**src/rtl/ppa_pkg.sv**
```systemverilog
// ----------------------------------------------------------------------------
// Parking proximity alarm package
// Shared widths, codes, scaling constants and the types passed between modules.
// ----------------------------------------------------------------------------
package ppa_pkg;

  // Field widths
  localparam int KIND_W    = 2;
  localparam int ECHO_W    = 16;
  localparam int SAMPLE_W  = 10;
  localparam int DIST_W    = 11;
  localparam int ALERT_W   = 9;
  localparam int ZONE_W    = 3;
  localparam int PERIOD_W  = 16;
  localparam int CFG_IDX_W = 4;
  localparam int DELTA_W   = DIST_W + 1;

  // Item kinds
  localparam logic [KIND_W-1:0] KIND_TICK = 2'd0;
  localparam logic [KIND_W-1:0] KIND_ECHO = 2'd1;
  localparam logic [KIND_W-1:0] KIND_KNOB = 2'd2;

  // Zone codes
  localparam logic [ZONE_W-1:0] ZONE_CONTACT = 3'd0;
  localparam logic [ZONE_W-1:0] ZONE_NEAR    = 3'd1;
  localparam logic [ZONE_W-1:0] ZONE_MID     = 3'd2;
  localparam logic [ZONE_W-1:0] ZONE_FAR     = 3'd3;
  localparam logic [ZONE_W-1:0] ZONE_CLEAR   = 3'd4;

  // Zone band limits on the signed difference
  localparam logic signed [DELTA_W-1:0] CONTACT_LIMIT = 12'sd0;
  localparam logic signed [DELTA_W-1:0] NEAR_LIMIT    = 12'sd30;
  localparam logic signed [DELTA_W-1:0] MID_LIMIT     = 12'sd60;
  localparam logic signed [DELTA_W-1:0] CLEAR_LIMIT   = 12'sd90;

  // Period register indexes and reset values
  localparam int NUM_PERIODS = 4;
  localparam logic [CFG_IDX_W-1:0] REG_PERIOD_CONTACT = 4'd0;
  localparam logic [CFG_IDX_W-1:0] REG_PERIOD_NEAR    = 4'd1;
  localparam logic [CFG_IDX_W-1:0] REG_PERIOD_MID     = 4'd2;
  localparam logic [CFG_IDX_W-1:0] REG_PERIOD_FAR     = 4'd3;
  localparam logic [PERIOD_W-1:0] PERIOD_CONTACT_RST = 16'd10;
  localparam logic [PERIOD_W-1:0] PERIOD_NEAR_RST    = 16'd100;
  localparam logic [PERIOD_W-1:0] PERIOD_MID_RST     = 16'd400;
  localparam logic [PERIOD_W-1:0] PERIOD_FAR_RST     = 16'd1200;

  // Echo counts / 58 as multiply by ceil(2^27/58) then shift; exact for 16-bit counts
  localparam int ECHO_RECIP_W = 22;
  localparam int ECHO_SHIFT   = 27;
  localparam int ECHO_PROD_W  = ECHO_W + ECHO_RECIP_W;
  localparam logic [ECHO_RECIP_W-1:0] ECHO_RECIP = 22'd2314099;

  // Sample * 400 / 1024 reduced to sample * 25 / 64
  localparam int KNOB_MUL_W  = 5;
  localparam int KNOB_SHIFT  = 6;
  localparam int KNOB_PROD_W = SAMPLE_W + KNOB_MUL_W;
  localparam logic [KNOB_MUL_W-1:0] KNOB_MUL = 5'd25;

  // Converted input item
  typedef struct packed {
    logic [KIND_W-1:0]  kind;
    logic [DIST_W-1:0]  distance;
    logic [ALERT_W-1:0] alert;
  } item_t;

  // Configuration write
  typedef struct packed {
    logic                 en;
    logic [CFG_IDX_W-1:0] index;
    logic [PERIOD_W-1:0]  data;
  } cfg_wr_t;

  // Result item
  typedef struct packed {
    logic               led_on;
    logic               buzzer_on;
    logic [ZONE_W-1:0]  zone;
    logic [DIST_W-1:0]  distance_cm;
    logic [ALERT_W-1:0] alert_cm;
  } result_t;

endpackage

```
**src/rtl/ppa_sensor_if.sv**
```systemverilog
// ----------------------------------------------------------------------------
// Sensor item channel
// Valid/ready channel carrying ticks, echo widths and knob samples.
// ----------------------------------------------------------------------------
interface ppa_sensor_if import ppa_pkg::*; ();
  logic                valid;
  logic                ready;
  logic [KIND_W-1:0]   kind;
  logic [ECHO_W-1:0]   echo_counts;
  logic [SAMPLE_W-1:0] setting_sample;

  modport source (output valid, output kind, output echo_counts, output setting_sample,
                  input ready);
  modport sink   (input valid, input kind, input echo_counts, input setting_sample,
                  output ready);
endinterface

```
**src/rtl/ppa_result_if.sv**
```systemverilog
// ----------------------------------------------------------------------------
// Result channel
// Valid/ready channel carrying LED, buzzer, zone and stored distances.
// ----------------------------------------------------------------------------
interface ppa_result_if import ppa_pkg::*; ();
  logic               valid;
  logic               ready;
  logic               led_on;
  logic               buzzer_on;
  logic [ZONE_W-1:0]  zone;
  logic [DIST_W-1:0]  distance_cm;
  logic [ALERT_W-1:0] alert_cm;

  modport source (output valid, output led_on, output buzzer_on, output zone,
                  output distance_cm, output alert_cm, input ready);
  modport sink   (input valid, input led_on, input buzzer_on, input zone,
                  input distance_cm, input alert_cm, output ready);
endinterface

```
**src/rtl/ppa_cfg_if.sv**
```systemverilog
// ----------------------------------------------------------------------------
// Configuration write channel
// Valid/ready channel carrying a register index and write data.
// ----------------------------------------------------------------------------
interface ppa_cfg_if import ppa_pkg::*; ();
  logic                 valid;
  logic                 ready;
  logic [CFG_IDX_W-1:0] index;
  logic [PERIOD_W-1:0]  data;

  modport source (output valid, output index, output data, input ready);
  modport sink   (input valid, input index, input data, output ready);
endinterface

```
**src/rtl/ppa_convert.sv**
```systemverilog
// ----------------------------------------------------------------------------
// Sensor scaling
// Converts echo counts to centimeters and the knob sample to an alert distance.
// ----------------------------------------------------------------------------
module ppa_convert import ppa_pkg::*; (
  input  logic [KIND_W-1:0]   kind,
  input  logic [ECHO_W-1:0]   echo_counts,
  input  logic [SAMPLE_W-1:0] setting_sample,
  output item_t               item
);

  logic [ECHO_PROD_W-1:0] echo_prod;
  logic [KNOB_PROD_W-1:0] knob_prod;

  // Divide by 58 through the reciprocal multiply
  assign echo_prod = ECHO_PROD_W'(echo_counts) * ECHO_PROD_W'(ECHO_RECIP);

  // Scale the knob sample to 0..399 cm
  assign knob_prod = KNOB_PROD_W'(setting_sample) * KNOB_PROD_W'(KNOB_MUL);

  assign item.kind     = kind;
  assign item.distance = echo_prod[ECHO_SHIFT +: DIST_W];
  assign item.alert    = knob_prod[KNOB_SHIFT +: ALERT_W];

endmodule

```
**src/rtl/ppa_core.sv**
```systemverilog
// ----------------------------------------------------------------------------
// Alarm core
// Input register, stored distances, zone logic, LED blink counter, result register.
// ----------------------------------------------------------------------------
module ppa_core import ppa_pkg::*; (
  input  logic    clk,
  input  logic    rst,
  input  logic    item_valid,
  input  item_t   item,
  output logic    item_ready,
  input  cfg_wr_t cfg_wr,
  output logic    res_valid,
  input  logic    res_ready,
  output result_t res
);

  logic                s1_valid;
  item_t               s1;
  logic                advance;
  logic [PERIOD_W-1:0] period [NUM_PERIODS];
  logic [DIST_W-1:0]   distance_reg, distance_next;
  logic [ALERT_W-1:0]  alert_reg, alert_next;
  logic                led_level, led_next;
  logic [PERIOD_W-1:0] since_toggle_ms, since_toggle_ms_next, count_inc;
  logic signed [DELTA_W-1:0] delta;
  logic [ZONE_W-1:0]   zone;
  logic                toggle;

  // Move the held item on when the result register is free or being drained
  assign advance    = s1_valid && (!res_valid || res_ready);
  assign item_ready = !s1_valid || advance;

  // Hold the converted item
  always_ff @(posedge clk) begin
    if (rst) begin
      s1_valid <= 1'b0;
    end else if (item_ready) begin
      s1_valid <= item_valid;
    end
    if (item_valid && item_ready) begin
      s1 <= item;
    end
  end

  // Period registers
  always_ff @(posedge clk) begin
    if (rst) begin
      period[REG_PERIOD_CONTACT[1:0]] <= PERIOD_CONTACT_RST;
      period[REG_PERIOD_NEAR[1:0]]    <= PERIOD_NEAR_RST;
      period[REG_PERIOD_MID[1:0]]     <= PERIOD_MID_RST;
      period[REG_PERIOD_FAR[1:0]]     <= PERIOD_FAR_RST;
    end else if (cfg_wr.en && cfg_wr.index <= REG_PERIOD_FAR) begin
      period[cfg_wr.index[1:0]] <= cfg_wr.data;
    end
  end

  // Apply the item to the stored values
  always_comb begin
    distance_next = (s1.kind == KIND_ECHO) ? s1.distance : distance_reg;
    alert_next    = (s1.kind == KIND_KNOB) ? s1.alert : alert_reg;
    count_inc     = since_toggle_ms;
    if (s1.kind == KIND_TICK && since_toggle_ms != '1) begin
      count_inc = since_toggle_ms + PERIOD_W'(1);
    end
  end

  // Pick the zone from the signed difference
  assign delta = $signed({1'b0, distance_next}) - $signed({{(DELTA_W-ALERT_W){1'b0}}, alert_next});

  always_comb begin
    if (delta <= CONTACT_LIMIT) begin
      zone = ZONE_CONTACT;
    end else if (delta <= NEAR_LIMIT) begin
      zone = ZONE_NEAR;
    end else if (delta <= MID_LIMIT) begin
      zone = ZONE_MID;
    end else if (delta < CLEAR_LIMIT) begin
      zone = ZONE_FAR;
    end else begin
      zone = ZONE_CLEAR;
    end
  end

  // Toggle the LED when the counter reaches the zone period; force off when clear
  always_comb begin
    toggle               = (zone != ZONE_CLEAR) && (count_inc >= period[zone[1:0]]);
    led_next             = (zone == ZONE_CLEAR) ? 1'b0 : (led_level ^ toggle);
    since_toggle_ms_next = toggle ? '0 : count_inc;
  end

  // Update state on each processed item
  always_ff @(posedge clk) begin
    if (rst) begin
      distance_reg    <= '0;
      alert_reg       <= '0;
      led_level       <= 1'b0;
      since_toggle_ms <= '0;
    end else if (advance) begin
      distance_reg    <= distance_next;
      alert_reg       <= alert_next;
      led_level       <= led_next;
      since_toggle_ms <= since_toggle_ms_next;
    end
  end

  // Result register
  always_ff @(posedge clk) begin
    if (rst) begin
      res_valid <= 1'b0;
    end else if (advance) begin
      res_valid <= 1'b1;
    end else if (res_ready) begin
      res_valid <= 1'b0;
    end
    if (advance) begin
      res.led_on      <= led_next;
      res.buzzer_on   <= (zone == ZONE_CONTACT);
      res.zone        <= zone;
      res.distance_cm <= distance_next;
      res.alert_cm    <= alert_next;
    end
  end

endmodule

```
**src/rtl/parking_proximity_alarm.sv**
```systemverilog
// ----------------------------------------------------------------------------
// Parking proximity alarm
// Converts echo widths and knob samples to distances and drives LED and buzzer.
// ----------------------------------------------------------------------------
// Channels: sensor takes one item per transfer (kind 0 millisecond tick, 1 echo
// width, 2 knob sample); result gives exactly one item per sensor transfer with
// LED level, buzzer enable, zone and the stored distance and alert distance.
// cfg writes the four LED blink periods (index 0 contact .. 3 far); other
// indexes are dropped. cfg is always ready; write it only while idle.
// Throughput: one item per cycle while result ready holds high. Each item is scaled
// on the way into the input register, then zone and blink logic loads the result
// register from it; a result turns valid only after both registers are loaded.
// Reset clears the stored distances, LED level and millisecond counter, and
// reloads the default periods (10, 100, 400, 1200 ms).
// When the receiver stalls, the result register holds and the input register
// still takes one more item; after that sensor ready drops until result drains.
// ----------------------------------------------------------------------------
module parking_proximity_alarm import ppa_pkg::*; (
  input  logic          clk,
  input  logic          rst,
  ppa_sensor_if.sink    sensor,
  ppa_cfg_if.sink       cfg,
  ppa_result_if.source  result
);

  item_t   item;
  cfg_wr_t cfg_wr;
  result_t res;
  logic    sensor_ready;
  logic    res_valid;

  // Scale the incoming measurement
  ppa_convert u_convert (
    .kind           (sensor.kind),
    .echo_counts    (sensor.echo_counts),
    .setting_sample (sensor.setting_sample),
    .item           (item)
  );

  // Accept every configuration write
  assign cfg.ready    = 1'b1;
  assign cfg_wr.en    = cfg.valid;
  assign cfg_wr.index = cfg.index;
  assign cfg_wr.data  = cfg.data;

  ppa_core u_core (
    .clk        (clk),
    .rst        (rst),
    .item_valid (sensor.valid),
    .item       (item),
    .item_ready (sensor_ready),
    .cfg_wr     (cfg_wr),
    .res_valid  (res_valid),
    .res_ready  (result.ready),
    .res        (res)
  );

  assign sensor.ready       = sensor_ready;
  assign result.valid       = res_valid;
  assign result.led_on      = res.led_on;
  assign result.buzzer_on   = res.buzzer_on;
  assign result.zone        = res.zone;
  assign result.distance_cm = res.distance_cm;
  assign result.alert_cm    = res.alert_cm;

  // Buzzer is on exactly in the contact zone
  a_buzzer_zone: assert property (@(posedge clk) disable iff (rst)
    result.valid |-> (result.buzzer_on == (result.zone == ZONE_CONTACT)))
    else $error("buzzer enable does not match zone");

  // LED is dark whenever the zone is clear
  a_clear_led_off: assert property (@(posedge clk) disable iff (rst)
    (result.valid && result.zone == ZONE_CLEAR) |-> !result.led_on)
    else $error("LED lit in clear zone");

  // No result right after reset
  a_reset_empty: assert property (@(posedge clk)
    rst |=> !result.valid)
    else $error("result valid after reset");

  // A waiting result blocks intake once the input register is full
  a_stall_backpressure: assert property (@(posedge clk) disable iff (rst)
    (result.valid && !result.ready && sensor.valid && sensor.ready)
      |=> (!sensor.ready || result.ready))
    else $error("input taken with full pipeline");

endmodule
```
**src/flat_wrapper.sv**
```systemverilog
// flat-port wrapper written by rule: the top's interface ports become plain ports
module parking_proximity_alarm_flat import ppa_pkg::*;
  (clk, rst, sensor_valid, sensor_kind, sensor_echo_counts, sensor_setting_sample, sensor_ready, cfg_valid, cfg_index, cfg_data, cfg_ready, result_valid, result_led_on, result_buzzer_on, result_zone, result_distance_cm, result_alert_cm, result_ready);
  ppa_sensor_if sensor_i ();
  ppa_cfg_if cfg_i ();
  ppa_result_if result_i ();
  input  logic clk;
  input  logic rst;
  input wire logic [$bits(sensor_i.valid)-1:0] sensor_valid;
  input wire logic [$bits(sensor_i.kind)-1:0] sensor_kind;
  input wire logic [$bits(sensor_i.echo_counts)-1:0] sensor_echo_counts;
  input wire logic [$bits(sensor_i.setting_sample)-1:0] sensor_setting_sample;
  output wire logic [$bits(sensor_i.ready)-1:0] sensor_ready;
  input wire logic [$bits(cfg_i.valid)-1:0] cfg_valid;
  input wire logic [$bits(cfg_i.index)-1:0] cfg_index;
  input wire logic [$bits(cfg_i.data)-1:0] cfg_data;
  output wire logic [$bits(cfg_i.ready)-1:0] cfg_ready;
  output wire logic [$bits(result_i.valid)-1:0] result_valid;
  output wire logic [$bits(result_i.led_on)-1:0] result_led_on;
  output wire logic [$bits(result_i.buzzer_on)-1:0] result_buzzer_on;
  output wire logic [$bits(result_i.zone)-1:0] result_zone;
  output wire logic [$bits(result_i.distance_cm)-1:0] result_distance_cm;
  output wire logic [$bits(result_i.alert_cm)-1:0] result_alert_cm;
  input wire logic [$bits(result_i.ready)-1:0] result_ready;
  assign sensor_i.valid = sensor_valid;
  assign sensor_i.kind = sensor_kind;
  assign sensor_i.echo_counts = sensor_echo_counts;
  assign sensor_i.setting_sample = sensor_setting_sample;
  assign sensor_ready = sensor_i.ready;
  assign cfg_i.valid = cfg_valid;
  assign cfg_i.index = cfg_index;
  assign cfg_i.data = cfg_data;
  assign cfg_ready = cfg_i.ready;
  assign result_valid = result_i.valid;
  assign result_led_on = result_i.led_on;
  assign result_buzzer_on = result_i.buzzer_on;
  assign result_zone = result_i.zone;
  assign result_distance_cm = result_i.distance_cm;
  assign result_alert_cm = result_i.alert_cm;
  assign result_i.ready = result_ready;
  parking_proximity_alarm u_core (.clk(clk), .rst(rst), .sensor(sensor_i), .cfg(cfg_i), .result(result_i));
endmodule
```
**config.mk**
```make
export PLATFORM = sky130hd
export DESIGN_NAME = parking_proximity_alarm_flat
export DESIGN_NICKNAME = d
export VERILOG_FILES = /design/src/rtl/ppa_pkg.sv /design/src/rtl/ppa_sensor_if.sv /design/src/rtl/ppa_result_if.sv /design/src/rtl/ppa_cfg_if.sv /design/src/rtl/ppa_convert.sv /design/src/rtl/ppa_core.sv /design/src/rtl/parking_proximity_alarm.sv /design/src/flat_wrapper.sv
export SDC_FILE = /design/constraint.sdc
export NUM_CORES = 1
export LEC_CHECK = 0
export BUFFER_PORTS_ARGS = -buffer_cell sky130_fd_sc_hd__buf_2
export CAP_MARGIN = 20
export CORE_ASPECT_RATIO = 0.9
export CORE_MARGIN = 3
export CORE_UTILIZATION = 40
export CTS_CLUSTER_SIZE = 28
export DETAILED_ROUTE_END_ITERATION = 16
export SLEW_MARGIN = 20
export SYNTH_ARGS = -nofsm -noshare
export SYNTH_HDL_FRONTEND = slang
export SYNTH_SLANG_ARGS = --single-unit
export TNS_END_PERCENT = 10
```
**constraint.sdc**
```tcl
create_clock -name clk -period 9.93 [get_ports clk]
set_input_delay 1.4895 -clock clk [delete_from_list [all_inputs] [get_ports clk]]
set_output_delay 1.4895 -clock clk [all_outputs]
set_load 0.005 [all_outputs]
```
# Yosys cells after proc, flatten, opt, wreduce, memory -nomap -nowiden
# Memories as Yosys holds them, arrays and structs flattened.
# Cells that the tools add are included.
# word_totals
latchBits,0
in_bits,53
ram_bits,64
rom_bits,0
register_bits,86
elab_cells,63
memories,1
# classes
mul,2
add_sub_neg,2
n_mux,19
div_mod_pow,0
n_bitwise,1
n_eq_ne,5
magnitude_cmp,6
n_reduce_logical,13
shift,0
# mem_list
name,words,word_bits,read_ports,rd_clocked_by_memory_dff,write_ports,line,rtl
u_core.u_core.period,4,16,1,0,4,ppa_core.sv:20,logic [PERIOD_W-1:0] period [NUM_PERIODS];
# ops
operator,n
$mux W16,3
$mul A16 B22 Y38 const B,1
$add A16 B1 Y16 const B,1
$ge A16 B16 Y1,1
$ne A16 B16 Y1 const B,1
$reduce_or A16 Y1,1
$mul A10 B5 Y15 const B,1
$le A12 B1 Y1 const B,1
$le A12 B6 Y1 const B,1
$le A12 B7 Y1 const B,1
$lt A12 B8 Y1 const B,1
$mux W3,4
$sub A11 B9 Y12,1
$mux W11,1
$mux W1,9
$mux W9,1
$logic_and A1 B1 Y1,5
$le A4 B2 Y1 const B,1
$eq A3 B3 Y1 const B,1
$logic_not A3 Y1,1
$ne A3 B3 Y1 const B,1
$eq A2 B1 Y1 const B,1
$eq A2 B2 Y1 const B,1
$logic_not A1 Y1,2
5 further kinds,6

# Logic depth before layout (Yosys ltp)
# An unclocked memory read counts as a cell.
# depth
word_depth,13
depth_mapped,26
depth_no_buf,23

# Hierarchy
# From an unflattened synthesis, not the netlist that was laid out.
# hier_totals
cells_unflattened,1364
hier_area_um2,14320.0
# modules_own_cells
mod,instances,seq_area_each_um2,area_per_inst_um2,cells_each
ppa_core,1,4113.9,7390.8,630
ppa_convert,1,0.0,6917.9,732
parking_proximity_alarm,1,0.0,11.3,2

# Worst setup path after synthesis
# Ideal clock, no wire load.
# synth_path
kind,input -> register
startpoint,input port sensor_echo_counts[10]
endpoint,register u_core.u_core.s1[19] (netlist name) (data pin)
setup_slack_ns,3.139
path_buffers,0
required_time_ns,9.673
arrival_ns,6.534
setup_time_ns,0.257
cell_stages,18
cell_sequence,fa_1 inv_1 fa_1 inv_1 fa_1 fa_1 fa_1 fa_1 ha_1 a211oi_1 o21ai_0 o2111a_1 a211oi_1 o221a_2 nor3_1 a211o_1 o31a_1 xor2_1
# synth_lines
element,line,rtl
"start, declared",flat_wrapper.sv:11,input wire logic [$bits(sensor_i.echo_counts)-1:0] sensor_echo_counts;
"end signal, assigned",ppa_core.sv:41,s1 <= item;
"end, declared",ppa_core.sv:18,item_t s1;

# Worst setup path in the final report
# layout_path
startpoint,register u_core.u_core.s1[21] (netlist name)
endpoint,register u_core.u_core.since_toggle_ms[0]
# layout_via
elab_chain_len,12
elab_cells_between_ends,21
# layout_rtl
element,line,rtl
$eq A2 B1 Y1 or $eq A2 B2 Y1 (tied branches),"ppa_core.sv:59, ppa_core.sv:60",
$mux W11 or $mux W9 (tied branches),"ppa_core.sv:59, ppa_core.sv:60",
$sub A11 B9 Y12,ppa_core.sv:68,"assign delta = $signed({1'b0, distance_next}) - $signed({{(DELTA_W-ALERT_W){1'b0}}, alert_next});"
$lt A12 B8 Y1,ppa_core.sv:77,end else if (delta < CLEAR_LIMIT) begin
$mux W3,ppa_core.sv:77,
$mux W3,ppa_core.sv:75,end else if (delta <= MID_LIMIT) begin
$mux W3,ppa_core.sv:73,end else if (delta <= NEAR_LIMIT) begin
$mux W3,ppa_core.sv:71,if (delta <= CONTACT_LIMIT) begin
$mem_v2 Z4 W16,n/a,
$ge A16 B16 Y1,ppa_core.sv:86,toggle = (zone != ZONE_CLEAR) && (count_inc >= period[zone[1:0]]);
$logic_and A1 B1 Y1,ppa_core.sv:86,
$mux W16 *,ppa_core.sv:88,since_toggle_ms_next = toggle ? '0 : count_inc;
"end signal, assigned",ppa_core.sv:102,since_toggle_ms <= since_toggle_ms_next;
"end, declared",ppa_core.sv:24,"logic [PERIOD_W-1:0] since_toggle_ms, since_toggle_ms_next, count_inc;"
# Every way passes the cells marked *; elsewhere a longest branch is shown, timed or not.
# A chain may end at the register's enable or synchronous reset.

==> results.tsv <==
stage	metric	value	unit
power	logic gate share of total power	58.9	%
synth	total nets after synthesis	1564	
synth	number of register bits inferred by synthesis	150	
power	Pint	2.304	mW
routing	Metal-1 WL	14.07	mm
synth	share of flip-flops with an asynchronous set or reset after synthesis	0	%
synth	sequential-to-total area share from yosys stat	30.63	%
synth	largest family of logic cells by synthesized area	adder cells	
die	Site Rows	63	
global_route	antenna violations before repair	2	
cts	Root Driver	clkbuf_16	
routing	violation count after the first detailed-routing iteration	393	
critical_path	Worst Setup Path Type	reg2reg	
power	Clock power frac	20.2	%
critical_path	required time at the endpoint of the critical path	10.27	ns
critical_path	WP buf/inv	2	
cts	Worst-Skew Late Latency	0.43	ns
placement	post-DP HPWL	23.18	mm
layout	most frequent cells in the layout	ha_1 (206), inv_1 (176), fa_1 (127), edfxtp_1 (111), buf_2 (79)	
layout	area of all placed cells without fillers	0.01498	mm²
synth	simple logic cell fraction of the synthesized area	10.00	%
critical_path	Reg2Reg Setup Slack	2.90	ns
layout	post-layout util	45.35	%
synth	Most used DFF post-synth	edfxtp_1	
timing	hold_ws	0.4909	ns
synth	adder-cell area share of the yosys netlist	38.19	%
synth	number of library cell types mapped by synthesis	69	
global_route	wire length of the first global-routing pass	46.79	mm
outcome	outcome	complete, no violations	
cts	maximum number of buffers from clock root to sink	2	
timing	RSZ-0062 raised after global routing	no	
synth	Post-synth EDFFs	111	
synth	Synth Cell Area	0.01343	mm²
cts	Hold Buf Count CTS	0	
critical_path	sort of element at the end of the critical path	flop	
die	starting density of the core	40.67	%
power	part of the power in registers	20.9	%
global_route	total overflow reported by the global router	0	
layout	number of flip-flops under the largest register name	64	
cts	cts bufs inserted	17	
synth	mean area per synthesized cell	11.40	µm²
job	max-capacitance violation count	0	
timing	final cycle utilization of the critical path	70.79	%
routing	DRT Wirelength	28.63	mm
power	power per standard cell area	254.2	mW/mm²
critical_path	FF-to-FF Start	u_core.u_core.s1[21]$_DFFE_PP_	
routing	vias	8486	
global_route	number of global-route vias before repair	8880	
routing	DR WL met3	1.090	mm
timing	Slew HR	42.99	%
power	switching power as a share of total power	39.49	%
timing	worst slew pin tran	0.8520	ns
timing	clk_skew	0.008500	ns
critical_path	sequence of cells on the critical path	and2b_4 -> mux2i_1 -> ha_1 -> fa_1 -> inv_1 -> a21oi_1 -> maj3_1 -> a21oi_1 -> or4_1 -> a221o_1 -> a2111oi_4 -> buf_4 -> mux2i_1 -> mux2i_1 -> ha_1 -> nand2b_1 -> a211oi_1 -> o21bai_1 -> a21oi_1 -> o21ai_0 -> a221o_1 -> a31oi_1 -> a211oi_1 -> nor3_1	
critical_path	kind of cell adding the most delay to the critical path	compound AO/OA/AOI/OAI gates	
cts	number of sinks driven by the clock tree	150	
synth	mux share of post-synthesis cell area	5.561	%
die	number of top-level design ports	81	
timing	final setup violating endpoints	0	
timing	post-route minimum period	7.030	ns
cts	post-CTS setup buffers	0	
routing	drt pass-1 iters	4	
layout	count of nets after finishing	1644	
placement	weighted congestion at the end of routability-driven global placement	0.8715	
routing	number of antenna-violating nets in the routed design	0	
min_path	Tightest Hold Check Type	reg2reg	
critical_path	r2r worst-path depth	24	
layout	share of post-route cells with drive strength above 1	12.59	%
cts	clock-pin slew of the registers on the worst-case setup and hold paths	0.06	ns
min_path	hold wc startpoint	u_core.u_core.since_toggle_ms[14]$_SDFFE_PP0P_	
min_path	hold endpoint	u_core.u_core.since_toggle_ms[14]$_SDFFE_PP0P_	
global_route	largest net degree at the start of global routing	47	
die	area enclosed by the die boundary	0.03582	mm²
routing	DRC	0	
cts	CTS tree	yes	
global_route	total global-route track usage	16.63	%
placement	placed inst area	0.01426	mm²
synth	number of cells produced by synthesis	1178	
synth	xor-xnor portion of the synthesized cell area	2.673	%
cts	H-tree Lvls	4	
critical_path	element type at the critical path start	flop	
power	cell leakage power	6.901	nW
critical_path	slowest stage cell on the critical path	mux2i_1	
timing	Total Neg Setup Slack	0	ns
die	height of the chip	179.9	µm
power	Max IR drop VDD	0.1948	mV
layout	commonest non-fill, non-tap cell in the layout	ha_1	
routing	met2 WL post-DR	13.04	mm
cts	count of cells resized by post-cts repair	0	
timing	hold violation total from the final report	0	
routing	detailed-route vias per instance	5.006	
placement	port bufs	79	
power	Switch Pwr	1.504	mW
critical_path	worst stage delay on the critical path	0.54	ns
routing	wire per inst	16.89	µm
layout	Area growth, synth to finish	11.50	%
synth	number of synthesis warnings	0	
synth	compound-cell area share of the yosys netlist	6.911	%
critical_path	end of the worst register-to-register path	u_core.u_core.since_toggle_ms[0]$_SDFFE_PP0P_	
timing	maximum clock rate	0.1422	GHz
min_path	Worst Hold Depth	1	
routing	top routing layer used	met4	
timing	max-slew violation count	0	
critical_path	arrival time at the worst endpoint	7.37	ns
die	Die X	199.2	µm
critical_path	CP max FO	33	
die	Core Region	0.03303	mm²
-- power groups by stage --
| stage | combinational (mW) | sequential, mW | clock, mW |
|---|---|---|---|
| 2_1_floorplan | 1.69 | 0.799 | 0 |
| 3_3_place_gp | 2.20 | 0.809 | 0 |
| 3_5_place_dp | 2.24 | 0.810 | 0 |
| 4_1_cts | 2.26 | 0.797 | 0.780 |
| 5_1_grt | 2.60 | 0.802 | 0.805 |
| 6_report | 2.24 | 0.797 | 0.768 |
-- layer usage --
layer | GRT usage (%) | vias to the layer above
met5 | 0 | -
met4 | 4.441 | 0
met3 | 3.036 | 27
met2 | 26.22 | 125
met1 | 23.66 | 4119
li1 | - | 4215
-- synth_stat cells, types with 18 or more instances --
cell	number	share of area [%]
nor2_1	65	1.8
xnor2_1	26	1.7
nor3_1	27	1.0
edfxtp_1	111	25
nand2_1	29	0.81
inv_1	177	4.9
mux2i_1	44	3.3
nand2b_1	18	0.84
a211oi_1	18	1.0
a21oi_1	23	0.86
and2_1	55	2.6
mux2_2	22	1.8
fa_1	127	19
dfxtp_1	39	5.8
ha_1	206	19
-- stage by stage --
stage               power (mW)  setup slack, ns  std cells
floorplan                2.486            3.139       1178
global placement         3.007            2.628       1661
detailed placement       3.046            2.565       1661
CTS                      3.839            2.856       1693
global route             4.209            2.377       1695
finish                   3.808            2.900       1695
-- layout make-up --
| type | instances | area (µm²) |
|---|---|---|
| Fill cell | 3044 | 18050 |
| Antenna cell | 2 | 5.005 |
| Tap cell | 422 | 528.0 |
| Sequential cell | 150 | 4114 |
| Clock buffer | 17 | 425.4 |
| Inverter | 180 | 678.2 |
| Clock inverter | 15 | 281.5 |
| Multi-Input combinational cell | 825 | 8513 |
| Timing Repair Buffer | 84 | 432.9 |
-- worst max-delay path by stage --
stage / from / end / slack, ns / cells past startpoint
2_1_floorplan: sensor_echo_counts[10] / u_core.u_core.s1[19]$_DFFE_PP_ / 3.14 / 18
3_3_place_gp: sensor_echo_counts[4] / u_core.u_core.s1[19]$_DFFE_PP_ / 2.63 / 19
3_5_place_dp: sensor_echo_counts[4] / u_core.u_core.s1[19]$_DFFE_PP_ / 2.57 / 19
4_1_cts: u_core.u_core.s1[21]$_DFFE_PP_ / u_core.u_core.since_toggle_ms[0]$_SDFFE_PP0P_ / 2.86 / 24
5_1_grt: u_core.u_core.s1[21]$_DFFE_PP_ / u_core.u_core.since_toggle_ms[3]$_SDFFE_PP0P_ / 2.38 / 23
6_report: u_core.u_core.s1[21]$_DFFE_PP_ / u_core.u_core.since_toggle_ms[0]$_SDFFE_PP0P_ / 2.90 / 24
-- kinds of logic after synthesis --
| kind of cell | Yosys count |
|---|---|
| adders and majority gates | 334 |
| and+or+nand+nor | 255 |
| buffers and inverters | 203 |
| DFF | 150 |
| AOI/OAI and AO/OA | 125 |
| muxes | 69 |
| xor gates and xnor gates | 41 |
| other | 1 |
Power figures use the tool's default switching activity.
